## src/rtl/msq_pkg.sv

```systemverilog
package msq_pkg;

   // Request and result payloads
   typedef struct packed {
      logic        command;
      logic [1:0]  phy_select;
      logic [15:0] ext_address;
      logic [15:0] write_value;
   } req_type;

   typedef struct packed {
      logic        frame_is_read;
      logic [4:0]  bus_phy_address;
      logic [4:0]  frame_register;
      logic [15:0] frame_data;
      logic [1:0]  status;
      logic        last;
   } rsp_type;

   // Configuration register indexes
   localparam logic CSR_PHY_A = 1'b0;
   localparam logic CSR_PHY_B = 1'b1;

   // PHY select codes
   localparam logic [1:0] SEL_PHY_A = 2'd1;
   localparam logic [1:0] SEL_PHY_B = 2'd2;

   // Status codes
   localparam logic [1:0] STATUS_OK       = 2'd0;
   localparam logic [1:0] STATUS_BAD_PHY  = 2'd1;
   localparam logic [1:0] STATUS_BAD_ADDR = 2'd2;

   // Clause 22 registers used for indirect access
   localparam logic [4:0] REG_REGCR = 5'd13;
   localparam logic [4:0] REG_ADDAR = 5'd14;

   // MMD device codes
   localparam logic [4:0] MMD_VENDOR = 5'h1F;
   localparam logic [4:0] MMD_PMA    = 5'h01;
   localparam logic [4:0] MMD_PCS    = 5'h03;

   // REGCR function field: data, no post increment
   localparam logic [15:0] REGCR_FUNC_DATA = 16'h4000;

   // Address ranges
   localparam logic [15:0] ADDR_DIRECT_END = 16'd32;
   localparam logic [15:0] ADDR_VENDOR_END = 16'h1000;
   localparam logic [15:0] ADDR_PMA_LAST   = 16'h1FFF;
   localparam logic [15:0] ADDR_PCS_FIRST  = 16'h3000;
   localparam logic [15:0] ADDR_PCS_END    = 16'h3002;
   localparam logic [15:0] ADDR_INNER_MASK = 16'h0FFF;

   // Frame slots of an indirect access
   localparam logic [1:0] FRAME_SET_MMD  = 2'd0;
   localparam logic [1:0] FRAME_SET_ADDR = 2'd1;
   localparam logic [1:0] FRAME_SET_DATA = 2'd2;
   localparam logic [1:0] FRAME_ACCESS   = 2'd3;

   // Classified access
   typedef enum logic [1:0] {
      KIND_DIRECT,
      KIND_INDIRECT,
      KIND_ERROR
   } kind_type;

   typedef struct packed {
      kind_type    kind;
      logic        is_read;
      logic [4:0]  bus;
      logic [4:0]  mmd;
      logic [15:0] inner;
      logic [15:0] data;
      logic [1:0]  status;
   } desc_type;

endpackage

```

## src/rtl/mdio_mmd_indirect_access_sequencer.sv

```systemverilog
// Each request is written into the queue, and its frames are registered onto rsp.
// A direct or rejected access gives one frame, an MMD indirect access four frames,
// one frame per cycle from the frame sequencer in the back end.
// Up to QUEUE_DEPTH requests wait in the queue; busy is high while it is full.
// Synchronous active-high reset empties the queue, drops rsp_valid and sets the
// bus addresses to 0 (PHY A) and 1 (PHY B). The receiver cannot stall.
module mdio_mmd_indirect_access_sequencer #(
   parameter int QUEUE_DEPTH = 4
) (
   input  logic             clock,
   input  logic             reset,
   input  logic             start,
   output logic             busy,
   input  msq_pkg::req_type req_item,
   output logic             rsp_valid,
   output msq_pkg::rsp_type rsp_item,
   input  logic             csr_valid,
   output logic             csr_ready,
   input  logic             csr_index,
   input  logic [4:0]       csr_data
);
   import msq_pkg::*;

   logic     queue_full;
   logic     queue_empty;
   logic     push;
   logic     pop;
   desc_type push_desc;
   desc_type head_desc;

   // Request decode and configuration
   msq_front u_front (
      .clock      (clock),
      .reset      (reset),
      .start      (start),
      .busy       (busy),
      .req_item   (req_item),
      .csr_valid  (csr_valid),
      .csr_ready  (csr_ready),
      .csr_index  (csr_index),
      .csr_data   (csr_data),
      .queue_full (queue_full),
      .push       (push),
      .push_desc  (push_desc)
   );

   // Decoupling queue
   msq_queue #(
      .DEPTH (QUEUE_DEPTH)
   ) u_queue (
      .clock     (clock),
      .reset     (reset),
      .push      (push),
      .push_desc (push_desc),
      .full      (queue_full),
      .pop       (pop),
      .head_desc (head_desc),
      .empty     (queue_empty)
   );

   // Frame sequencer
   msq_back u_back (
      .clock     (clock),
      .reset     (reset),
      .empty     (queue_empty),
      .head_desc (head_desc),
      .pop       (pop),
      .rsp_valid (rsp_valid),
      .rsp_item  (rsp_item)
   );

endmodule

```

## src/rtl/msq_front.sv

```systemverilog
module msq_front (
   input  logic              clock,
   input  logic              reset,
   input  logic              start,
   output logic              busy,
   input  msq_pkg::req_type  req_item,
   input  logic              csr_valid,
   output logic              csr_ready,
   input  logic              csr_index,
   input  logic [4:0]        csr_data,
   input  logic              queue_full,
   output logic              push,
   output msq_pkg::desc_type push_desc
);
   import msq_pkg::*;

   logic [4:0] phy_a_ff, phy_a_in;
   logic [4:0] phy_b_ff, phy_b_in;
   logic [4:0] bus;
   logic       addr_ok;
   logic       sel_ok;
   logic [4:0] mmd;
   logic [15:0] inner;
   logic       direct;

   assign csr_ready = 1'b1;
   assign busy      = queue_full;
   assign push      = start && !queue_full;

   // Bus address registers
   always_comb begin
      phy_a_in = phy_a_ff;
      phy_b_in = phy_b_ff;
      if (csr_valid) begin
         case (csr_index)
            CSR_PHY_A: phy_a_in = csr_data;
            CSR_PHY_B: phy_b_in = csr_data;
            default: ;
         endcase
      end
   end

   always_ff @(posedge clock) begin
      if (reset) begin
         phy_a_ff <= 5'd0;
         phy_b_ff <= 5'd1;
      end else begin
         phy_a_ff <= phy_a_in;
         phy_b_ff <= phy_b_in;
      end
   end

   // Address range decode
   always_comb begin
      addr_ok = 1'b1;
      direct  = 1'b0;
      mmd     = MMD_VENDOR;
      inner   = req_item.ext_address;
      if (req_item.ext_address < ADDR_DIRECT_END) begin
         direct = 1'b1;
      end else if (req_item.ext_address < ADDR_VENDOR_END) begin
         mmd = MMD_VENDOR;
      end else if (req_item.ext_address <= ADDR_PMA_LAST) begin
         mmd   = MMD_PMA;
         inner = req_item.ext_address & ADDR_INNER_MASK;
      end else if (req_item.ext_address >= ADDR_PCS_FIRST &&
                   req_item.ext_address < ADDR_PCS_END) begin
         mmd   = MMD_PCS;
         inner = req_item.ext_address & ADDR_INNER_MASK;
      end else begin
         addr_ok = 1'b0;
      end
   end

   // PHY select decode
   always_comb begin
      sel_ok = 1'b1;
      bus    = phy_a_ff;
      unique case (req_item.phy_select)
         SEL_PHY_A: bus = phy_a_ff;
         SEL_PHY_B: bus = phy_b_ff;
         default:   sel_ok = 1'b0;
      endcase
   end

   // Descriptor for the back end; address error wins over PHY error
   always_comb begin
      push_desc         = '0;
      push_desc.kind    = direct ? KIND_DIRECT : KIND_INDIRECT;
      push_desc.is_read = ~req_item.command;
      push_desc.bus     = bus;
      push_desc.mmd     = mmd;
      push_desc.inner   = inner;
      push_desc.data    = req_item.command ? req_item.write_value : 16'd0;
      push_desc.status  = STATUS_OK;
      if (!addr_ok) begin
         push_desc        = '0;
         push_desc.kind   = KIND_ERROR;
         push_desc.status = STATUS_BAD_ADDR;
      end else if (!sel_ok) begin
         push_desc        = '0;
         push_desc.kind   = KIND_ERROR;
         push_desc.status = STATUS_BAD_PHY;
      end
   end

endmodule

```

## src/rtl/msq_queue.sv

```systemverilog
module msq_queue #(
   parameter int DEPTH = 4
) (
   input  logic              clock,
   input  logic              reset,
   input  logic              push,
   input  msq_pkg::desc_type push_desc,
   output logic              full,
   input  logic              pop,
   output msq_pkg::desc_type head_desc,
   output logic              empty
);
   import msq_pkg::*;

   localparam int PTR_W = (DEPTH > 1) ? $clog2(DEPTH) : 1;
   localparam int CNT_W = $clog2(DEPTH + 1);
   localparam logic [PTR_W-1:0] PTR_LAST = PTR_W'(DEPTH - 1);
   localparam logic [CNT_W-1:0] CNT_FULL = CNT_W'(DEPTH);

   desc_type         entries [DEPTH];
   logic [PTR_W-1:0] wr_ptr_ff, wr_ptr_in;
   logic [PTR_W-1:0] rd_ptr_ff, rd_ptr_in;
   logic [CNT_W-1:0] count_ff, count_in;

   assign full      = (count_ff == CNT_FULL);
   assign empty     = (count_ff == '0);
   assign head_desc = entries[rd_ptr_ff];

   // Pointer and fill count update
   always_comb begin
      wr_ptr_in = wr_ptr_ff;
      rd_ptr_in = rd_ptr_ff;
      count_in  = count_ff;
      if (push) begin
         wr_ptr_in = (wr_ptr_ff == PTR_LAST) ? '0 : wr_ptr_ff + 1'b1;
      end
      if (pop) begin
         rd_ptr_in = (rd_ptr_ff == PTR_LAST) ? '0 : rd_ptr_ff + 1'b1;
      end
      if (push && !pop) begin
         count_in = count_ff + 1'b1;
      end else if (pop && !push) begin
         count_in = count_ff - 1'b1;
      end
   end

   always_ff @(posedge clock) begin
      if (reset) begin
         wr_ptr_ff <= '0;
         rd_ptr_ff <= '0;
         count_ff  <= '0;
      end else begin
         wr_ptr_ff <= wr_ptr_in;
         rd_ptr_ff <= rd_ptr_in;
         count_ff  <= count_in;
      end
   end

   // Entry storage
   always_ff @(posedge clock) begin
      if (push) begin
         entries[wr_ptr_ff] <= push_desc;
      end
   end

`ifndef SYNTHESIS
   a_no_push_when_full: assert property (@(posedge clock) disable iff (reset)
      full |-> !push) else $error("push into full request queue");
   a_no_pop_when_empty: assert property (@(posedge clock) disable iff (reset)
      empty |-> !pop) else $error("pop from empty request queue");
   a_count_bound: assert property (@(posedge clock) disable iff (reset)
      count_ff <= CNT_FULL) else $error("request queue count overflow");
`endif

endmodule

```

## src/rtl/msq_back.sv

```systemverilog
module msq_back (
   input  logic              clock,
   input  logic              reset,
   input  logic              empty,
   input  msq_pkg::desc_type head_desc,
   output logic              pop,
   output logic              rsp_valid,
   output msq_pkg::rsp_type  rsp_item
);
   import msq_pkg::*;

   logic [1:0] frame_idx_ff, frame_idx_in;
   logic       rsp_valid_ff, rsp_valid_in;
   rsp_type    rsp_item_ff, rsp_item_in;
   rsp_type    frame;

   assign rsp_valid = rsp_valid_ff;
   assign rsp_item  = rsp_item_ff;

   // Build the frame for the current slot of the head request
   always_comb begin
      frame                 = '0;
      frame.bus_phy_address = head_desc.bus;
      frame.status          = STATUS_OK;
      unique case (head_desc.kind)
         KIND_DIRECT: begin
            frame.frame_is_read  = head_desc.is_read;
            frame.frame_register = head_desc.inner[4:0];
            frame.frame_data     = head_desc.data;
            frame.last           = 1'b1;
         end
         KIND_INDIRECT: begin
            case (frame_idx_ff)
               FRAME_SET_MMD: begin
                  frame.frame_register = REG_REGCR;
                  frame.frame_data     = {11'd0, head_desc.mmd};
               end
               FRAME_SET_ADDR: begin
                  frame.frame_register = REG_ADDAR;
                  frame.frame_data     = head_desc.inner;
               end
               FRAME_SET_DATA: begin
                  frame.frame_register = REG_REGCR;
                  frame.frame_data     = REGCR_FUNC_DATA | {11'd0, head_desc.mmd};
               end
               default: begin
                  frame.frame_is_read  = head_desc.is_read;
                  frame.frame_register = REG_ADDAR;
                  frame.frame_data     = head_desc.data;
                  frame.last           = 1'b1;
               end
            endcase
         end
         default: begin
            frame        = '0;
            frame.status = head_desc.status;
            frame.last   = 1'b1;
         end
      endcase
   end

   // One frame per cycle while the queue is not empty; pop with the final one
   always_comb begin
      pop          = !empty && frame.last;
      rsp_valid_in = !empty;
      rsp_item_in  = frame;
      frame_idx_in = frame_idx_ff;
      if (!empty) begin
         frame_idx_in = frame.last ? FRAME_SET_MMD : frame_idx_ff + 1'b1;
      end
   end

   always_ff @(posedge clock) begin
      if (reset) begin
         frame_idx_ff <= FRAME_SET_MMD;
         rsp_valid_ff <= 1'b0;
      end else begin
         frame_idx_ff <= frame_idx_in;
         rsp_valid_ff <= rsp_valid_in;
      end
   end

   always_ff @(posedge clock) begin
      rsp_item_ff <= rsp_item_in;
   end

`ifndef SYNTHESIS
   a_frames_contiguous: assert property (@(posedge clock) disable iff (reset)
      rsp_valid_ff && !rsp_item_ff.last |=> rsp_valid_ff)
      else $error("indirect access frames not contiguous");
   a_error_is_last: assert property (@(posedge clock) disable iff (reset)
      rsp_valid_ff && rsp_item_ff.status != STATUS_OK |-> rsp_item_ff.last)
      else $error("error result not marked last");
   a_read_data_zero: assert property (@(posedge clock) disable iff (reset)
      rsp_valid_ff && rsp_item_ff.frame_is_read |-> rsp_item_ff.frame_data == '0)
      else $error("read frame carries data");
`endif

endmodule
```

## config.mk

```make
export PLATFORM = sky130hd
export DESIGN_NAME = mdio_mmd_indirect_access_sequencer
export DESIGN_NICKNAME = d
export VERILOG_FILES = /design/src/rtl/msq_pkg.sv /design/src/rtl/mdio_mmd_indirect_access_sequencer.sv /design/src/rtl/msq_front.sv /design/src/rtl/msq_queue.sv /design/src/rtl/msq_back.sv
export SDC_FILE = /design/constraint.sdc
export NUM_CORES = 1
export LEC_CHECK = 0
export BUFFER_PORTS_ARGS = -buffer_cell sky130_fd_sc_hd__buf_2
export CAP_MARGIN = 20
export CORE_MARGIN = 2
export CORE_UTILIZATION = 30
export CTS_BUF_LIST = sky130_fd_sc_hd__clkbuf_16
export CTS_CLUSTER_DIAMETER = 120
export DETAILED_ROUTE_END_ITERATION = 10
export GPL_ROUTABILITY_DRIVEN = 1
export HOLD_SLACK_MARGIN = 0.08
export PLACE_DENSITY = 0.48
export SETUP_SLACK_MARGIN = 0.02
export SYNTH_ARGS = -nofsm -noshare
export SYNTH_HDL_FRONTEND = slang
export SYNTH_SLANG_ARGS = --single-unit
export TNS_END_PERCENT = 50
```

## constraint.sdc

```tcl
create_clock -name clock -period 4.9 [get_ports clock]
set_input_delay 0.49 -clock clock [delete_from_list [all_inputs] [get_ports clock]]
set_output_delay 0.49 -clock clock [all_outputs]
set_load 0.1 [all_outputs]
```

# Word-level counts from Yosys, hierarchy flattened
# Memories as Yosys holds them, arrays and structs flattened. A register that Yosys moved wholly into a read port is not among the register bits.
# Cells that the tools add are included.
# totals
register_bits	50
latch_bits	0
ram_bits	188
rom_bits	0
output_inout_bits	33
memories	1
# memory_table
memory	words	width	read_ports	rd_ports_with_merged_regs	write_ports	line	text
u_queue.entries	4	47	1	1	1	msq_queue.sv:20	desc_type entries [DEPTH];
# classes
addsub	5
multipliers	0
div	0
magnitude_cmp	5
eq_ne	8
shifts	0
muxes	34
n_bitwise	2
n_reduce_logical	18
# ops
op	count
$mux W47	2
$mux W16	5
$pmux W18 S3	1
$pmux W21 S2	1
$mux W5	5
$ge A16 B14 Y1 const B	1
$le A16 B13 Y1 const B	1
$lt A16 B13 Y1 const B	1
$lt A16 B14 Y1 const B	1
$lt A16 B6 Y1 const B	1
$mux W1	12
$mux W2	5
$eq A2 B2 Y1 const B	4
$add A2 B1 Y2 const B	3
$eq A2 B1 Y1 const B	3
$mux W3	2
$logic_and A1 B1 Y1	5
$logic_not A1 Y1	4
$logic_not A2 Y1	2
$reduce_and A2 Y1	2
$reduce_or A2 Y1	2
$add A3 B1 Y3 const B	1
$eq A3 B3 Y1 const B	1
$logic_not A3 Y1	1
5 further kinds	6

# Logic depth before layout (Yosys ltp)
# logic_depth
depth_word	8
ltp_mapped	11
depth_no_buf	10

# Modules after synthesis
# Synthesis repeated with hierarchy kept, for this count alone.
# hier_totals
hier_cells	556
area_unflattened_um2	9577.9
# by_module_without_submodules
mod	n_inst	cells_per_inst	area_per_inst_um2	seq_area_each_um2
msq_queue	1	289	7247.0	5825.6
msq_back	1	129	1238.7	660.6
msq_front	1	138	1092.3	200.2

# Least setup slack after synthesis
# No wires, ideal clock.
# synth_path
kind	register -> register
from	register u_queue.count_ff[0]
to	memory u_queue.entries[0][0] in the netlist's numbering, enable pin
setup_time_ns	0.463
arrival_time_ns	3.607
required_time_ns	4.437
setup_slack_ns	0.830
path_stages_with_launch	5
synth_period_minus_slack_ns	4.070
path_cell_list	dfxtp_1 > nor3b_1 > nor2b_1 > clkbuf_1 > and2_1
# synth_between
elab_chain_len	5
# synth_rtl
element	line	text
from (decl)	msq_queue.sv:23	logic [CNT_W-1:0] count_ff, count_in;
from (signal assigned)	msq_queue.sv:55	count_ff <= count_in;
$eq A3 B3 Y1	msq_queue.sv:25	assign full = (count_ff == CNT_FULL);
net busy	mdio_mmd_indirect_access_sequencer.sv:13	output logic busy,
$logic_not A1 Y1	msq_front.sv:28	assign push = start && !queue_full;
$logic_and A1 B1 Y1	msq_front.sv:28	
net push	mdio_mmd_indirect_access_sequencer.sv:26	logic push;
$mux W1	msq_queue.sv:61	if (push) begin
$mux W1 (implied by the code)	msq_queue.sv:62	entries[wr_ptr_ff] <= push_desc;
to (decl)	msq_queue.sv:20	
# The timed path passes the listed nets, and every way through them passes these cells.

==> results.json <==
{
  "drt_wl_total_mm": 19.4,
  "pwr-share-comb_pct": 30.7,
  "initial_core_util_pct": 30.2,
  "route.detailed.drc": 0,
  "drt_iter0_drc": 267,
  "path_buf_inv": 2,
  "worst_slew_pin_slew_ps": 954,
  "synthDominantCellAreaShare_pct": 60.8,
  "slew_viol_final": 0,
  "crit_path_cell_trace": "mux4_2, nor3b_4, inv_1, nand2_1, ha_1, inv_1, fa_1, xor2_1, or3_1, a21oi_1",
  "clk_transition_reported_paths_ps": 60,
  "unrepaired_setup_endpoints_after_global_routing": "false",
  "num-fill-cells": 2842,
  "power_frac_seq_pct": 41.4,
  "cp_slowest_stage_delay_ps": 740,
  "max_freq_ghz": 0.276,
  "grt_start_max_net_pins": 46,
  "post_synth_xor_area_fraction_pct": 0.197,
  "tritoncts": "built",
  "cts.hold.buffers_added": 0,
  "setup.worst_path.end_class": "flop",
  "yosys.cell_count.top_type": "sky130_fd_sc_hd__edfxtp_1",
  "final-setup-viol-count": 0,
  "most_common_cell_type_on_the_critical_path": "sky130_fd_sc_hd__inv_1",
  "min-delay-path-class": "in -> reg",
  "power_switching_uw": 2140,
  "largest_family_of_logic_cells_by_synthesized_area": "multiplexers",
  "ports_placed_on_the_boundary": 78,
  "power.clock.fraction_pct": 27.9,
  "setup_total_negative_slack_ps": 0,
  "yosysWarnings": 0,
  "yosysTopAreaCell": "sky130_fd_sc_hd__edfxtp_1",
  "worst_r2r_endpoint": "u_queue.count_ff[2]",
  "p_leak_uw": 0.00365,
  "cts_resized": 0,
  "grt_pass1_wl_mm": 29.9,
  "weighted_congestion_at_the_end_of_routability_driven_global_placement": 0.761,
  "detailedRoute.firstPassIterationCount": 4,
  "critical_path_class": "reg -> reg",
  "port_buffers": 76,
  "cts_buffer_depth": 3,
  "grt_antenna_before_repair": 2,
  "ys_async_sr_fraction_pct": 0,
  "ratio_of_cells_with_drive_above_1_in_the_final_layout_pct": 27.4,
  "vias_in_the_first_global_route": 5095,
  "crit_arrival_ps": 4070,
  "critPathMaxFanout": 24,
  "min_to": "u_front.phy_a_ff[0]",
  "synthTopCellsByArea": "sky130_fd_sc_hd__edfxtp_1 (61%), sky130_fd_sc_hd__dfxtp_1 (12%), sky130_fd_sc_hd__mux4_2 (11%), sky130_fd_sc_hd__ha_1 (1.5%), sky130_fd_sc_hd__mux2i_1 (1.5%)",
  "timing.reg2reg.setup_slack_ps": 1270,
  "synth_seq_area_share_pct": 72.5,
  "numCtsBuffers": 26,
  "p_int_uw": 3900,
  "timing.slew.headroom_pct": 36.4,
  "worst_hold_slack_ps": 227,
  "cts_root_buffer": "sky130_fd_sc_hd__clkbuf_16",
  "max-vdd-ir-drop_mv": 0.366,
  "yosys-mux-area-fraction_pct": 12.9,
  "rr_worst_depth": 10,
  "number_of_h_tree_levels": 1,
  "compound_gate_fraction_of_synth_area_pct": 3.41,
  "cp.required_ps": 5340,
  "synth_common_cells": "sky130_fd_sc_hd__edfxtp_1 (180), sky130_fd_sc_hd__dfxtp_1 (52), sky130_fd_sc_hd__mux4_2 (45)",
  "worst_clock_skew_ps": 11.8,
  "worstHoldStart": "csr_data[0]",
  "cts_post_setup_buffers_inserted": 0,
  "postRouteAntennaNets": 0,
  "syn_area_sq_um": 8890,
  "multiInputGateArea_sq_um": 2300,
  "route.detailed.vias_per_inst": 4.56,
  "postPlaceCellArea_sq_um": 9720,
  "globalRoute.totalOverflow": 0,
  "die_area_sq_um": 31000,
  "ys_types": 41,
  "core.rowCount": 63,
  "drt-wirelength-per-cell_um": 19.1,
  "dieWidth_um": 176,
  "critical-path-slowest-cell": "sky130_fd_sc_hd__dfxtp_2",
  "core_area_sq_um": 29400,
  "fin_area_sq_um": 10500,
  "yosys.area_share.adder_pct": 1.77,
  "ff_latch_area_sq_um": 6450,
  "hpwl_mm": 12.2,
  "die_y_um": 176,
  "synth-edff-count": 180,
  "clock-sinks": 232,
  "result_of_the_run": "finished clean",
  "area.growth.synth_to_final_pct": 17.9,
  "max_cap_violations": 0,
  "vias": 4630,
  "global_route.usage.total_pct": 12.8,
  "power-per-cell-area_nw_per_um2": 576,
  "flip_flop_cell_with_the_highest_count_after_synthesis": "sky130_fd_sc_hd__edfxtp_1",
  "swShare_pct": 35.4,
  "syn-mean-instance-area_sq_um": 17.6,
  "final.min_clock_period_ps": 3630,
  "synth.ff_latch_count": 232,
  "clk_latency_ps": 520,
  "timing.critical_path.from_type": "flop",
  "syn_inst": 505,
  "hold_path_depth": 3,
  "nets": 662,
  "yosys.area_share.simple_pct": 6.87,
  "critPathTopFamily": "simple AND/OR/NAND/NOR gates",
  "final-hold-violation-count": 0,
  "finalCritPeriodShare_pct": 74.0
}
power by group through the flow:
stage / combinational (uW) / clock [uW] / sequential, uW
after floorplan: 866 / 0 / 3120
after global placement: 1870 / 0 / 2530
after detailed placement: 1880 / 0 / 2540
after CTS: 1890 / 1740 / 2500
after global routing: 1970 / 1820 / 2520
final: 1850 / 1680 / 2500
metrics by stage:
stage / std cells / total power (uW) / setup slack [ps] / utilization (%)
finish: 1016 / 6030 / 1270 / 35.6
global route: 1015 / 6310 / 986 / 35.6
CTS: 1015 / 6130 / 1210 / 35.6
detailed placement: 967 / 4420 / 1230 / 33.1
global placement: 967 / 4400 / 1340 / 33.1
floorplan: 520 / 3980 / 830 / -
area by class of cell:
class	instances	share of cell area [%]
flip-flops and latches	232	61.5
multi-input cells	248	22.0
clock buffers	26	6.21
well taps	390	4.66
repair buffers	83	4.13
clock inverters	22	0.967
inverters	14	0.502
diodes	1	0.0239
flip-flops by register name, indices dropped and copies added (netlist names), named ones only:
name and flops:
u_back.frame_idx_ff 2, u_back.rsp_valid 1, u_back.rsp_item 30, u_front.phy_b_ff 5
u_queue.wr_ptr_ff 2, u_queue.count_ff 3, u_queue.entries 180, u_queue.rd_ptr_ff 2
u_front.phy_a_ff 5
worst max path at each step:
stage | cells past startpoint | start | endpoint
2_1_floorplan | 4 | u_queue.count_ff[0] | u_queue.entries[0][0]
3_3_place_gp | 10 | flop | u_queue.count_ff[2]
3_5_place_dp | 10 | flop | u_queue.count_ff[2]
4_1_cts | 10 | flop | u_queue.count_ff[2]
5_1_grt | 10 | flop | u_queue.count_ff[2]
6_report | 10 | flop | u_queue.count_ff[2]
cells in the final DEF (no fill, tap or decap), types with 13 or more instances in the layout:
cell and n:
sky130_fd_sc_hd__mux2i_1 13, sky130_fd_sc_hd__clkbuf_16 26, sky130_fd_sc_hd__edfxtp_1 180, sky130_fd_sc_hd__and3_1 18, sky130_fd_sc_hd__dfxtp_1 50, sky130_fd_sc_hd__conb_1 17, sky130_fd_sc_hd__o21ai_0 13, sky130_fd_sc_hd__inv_1 26
sky130_fd_sc_hd__and2_1 15, sky130_fd_sc_hd__nand2_1 15, sky130_fd_sc_hd__buf_2 76, sky130_fd_sc_hd__mux4_2 45, sky130_fd_sc_hd__nor2_1 28
routing by layer:
metal	vias up	track usage, %	routed length (um)
met1	2332	17.2	8590
li1	2150	-	-
met3	33	2.52	1120
met2	115	21.0	9200
met4	0	3.75	469
met5	-	0	0
worst reg2reg max path: cells and delay by family (launching register included):
kind | cells | cell delay, ps
adder cells (fa/ha/maj) | 2 | 570
flip-flops | 1 | 740
multiplexers | 1 | 600
AND/OR/NAND/NOR | 3 | 1050
XOR/XNOR | 1 | 170
buffers and inverters | 2 | 270
AO/OA/AOI/OAI | 1 | 130
kinds of logic (layout without fill, tap and decap cells):
kind of cell,Yosys count,in the layout
and+or+nand+nor,113,113
muxes,58,58
adders and majority gates,12,12
other,2,18
DFF,232,232
AOI/OAI and AO/OA,46,46
buffers and inverters,40,145
xor gates and xnor gates,2,2
Power figures use the tool's default switching activity.
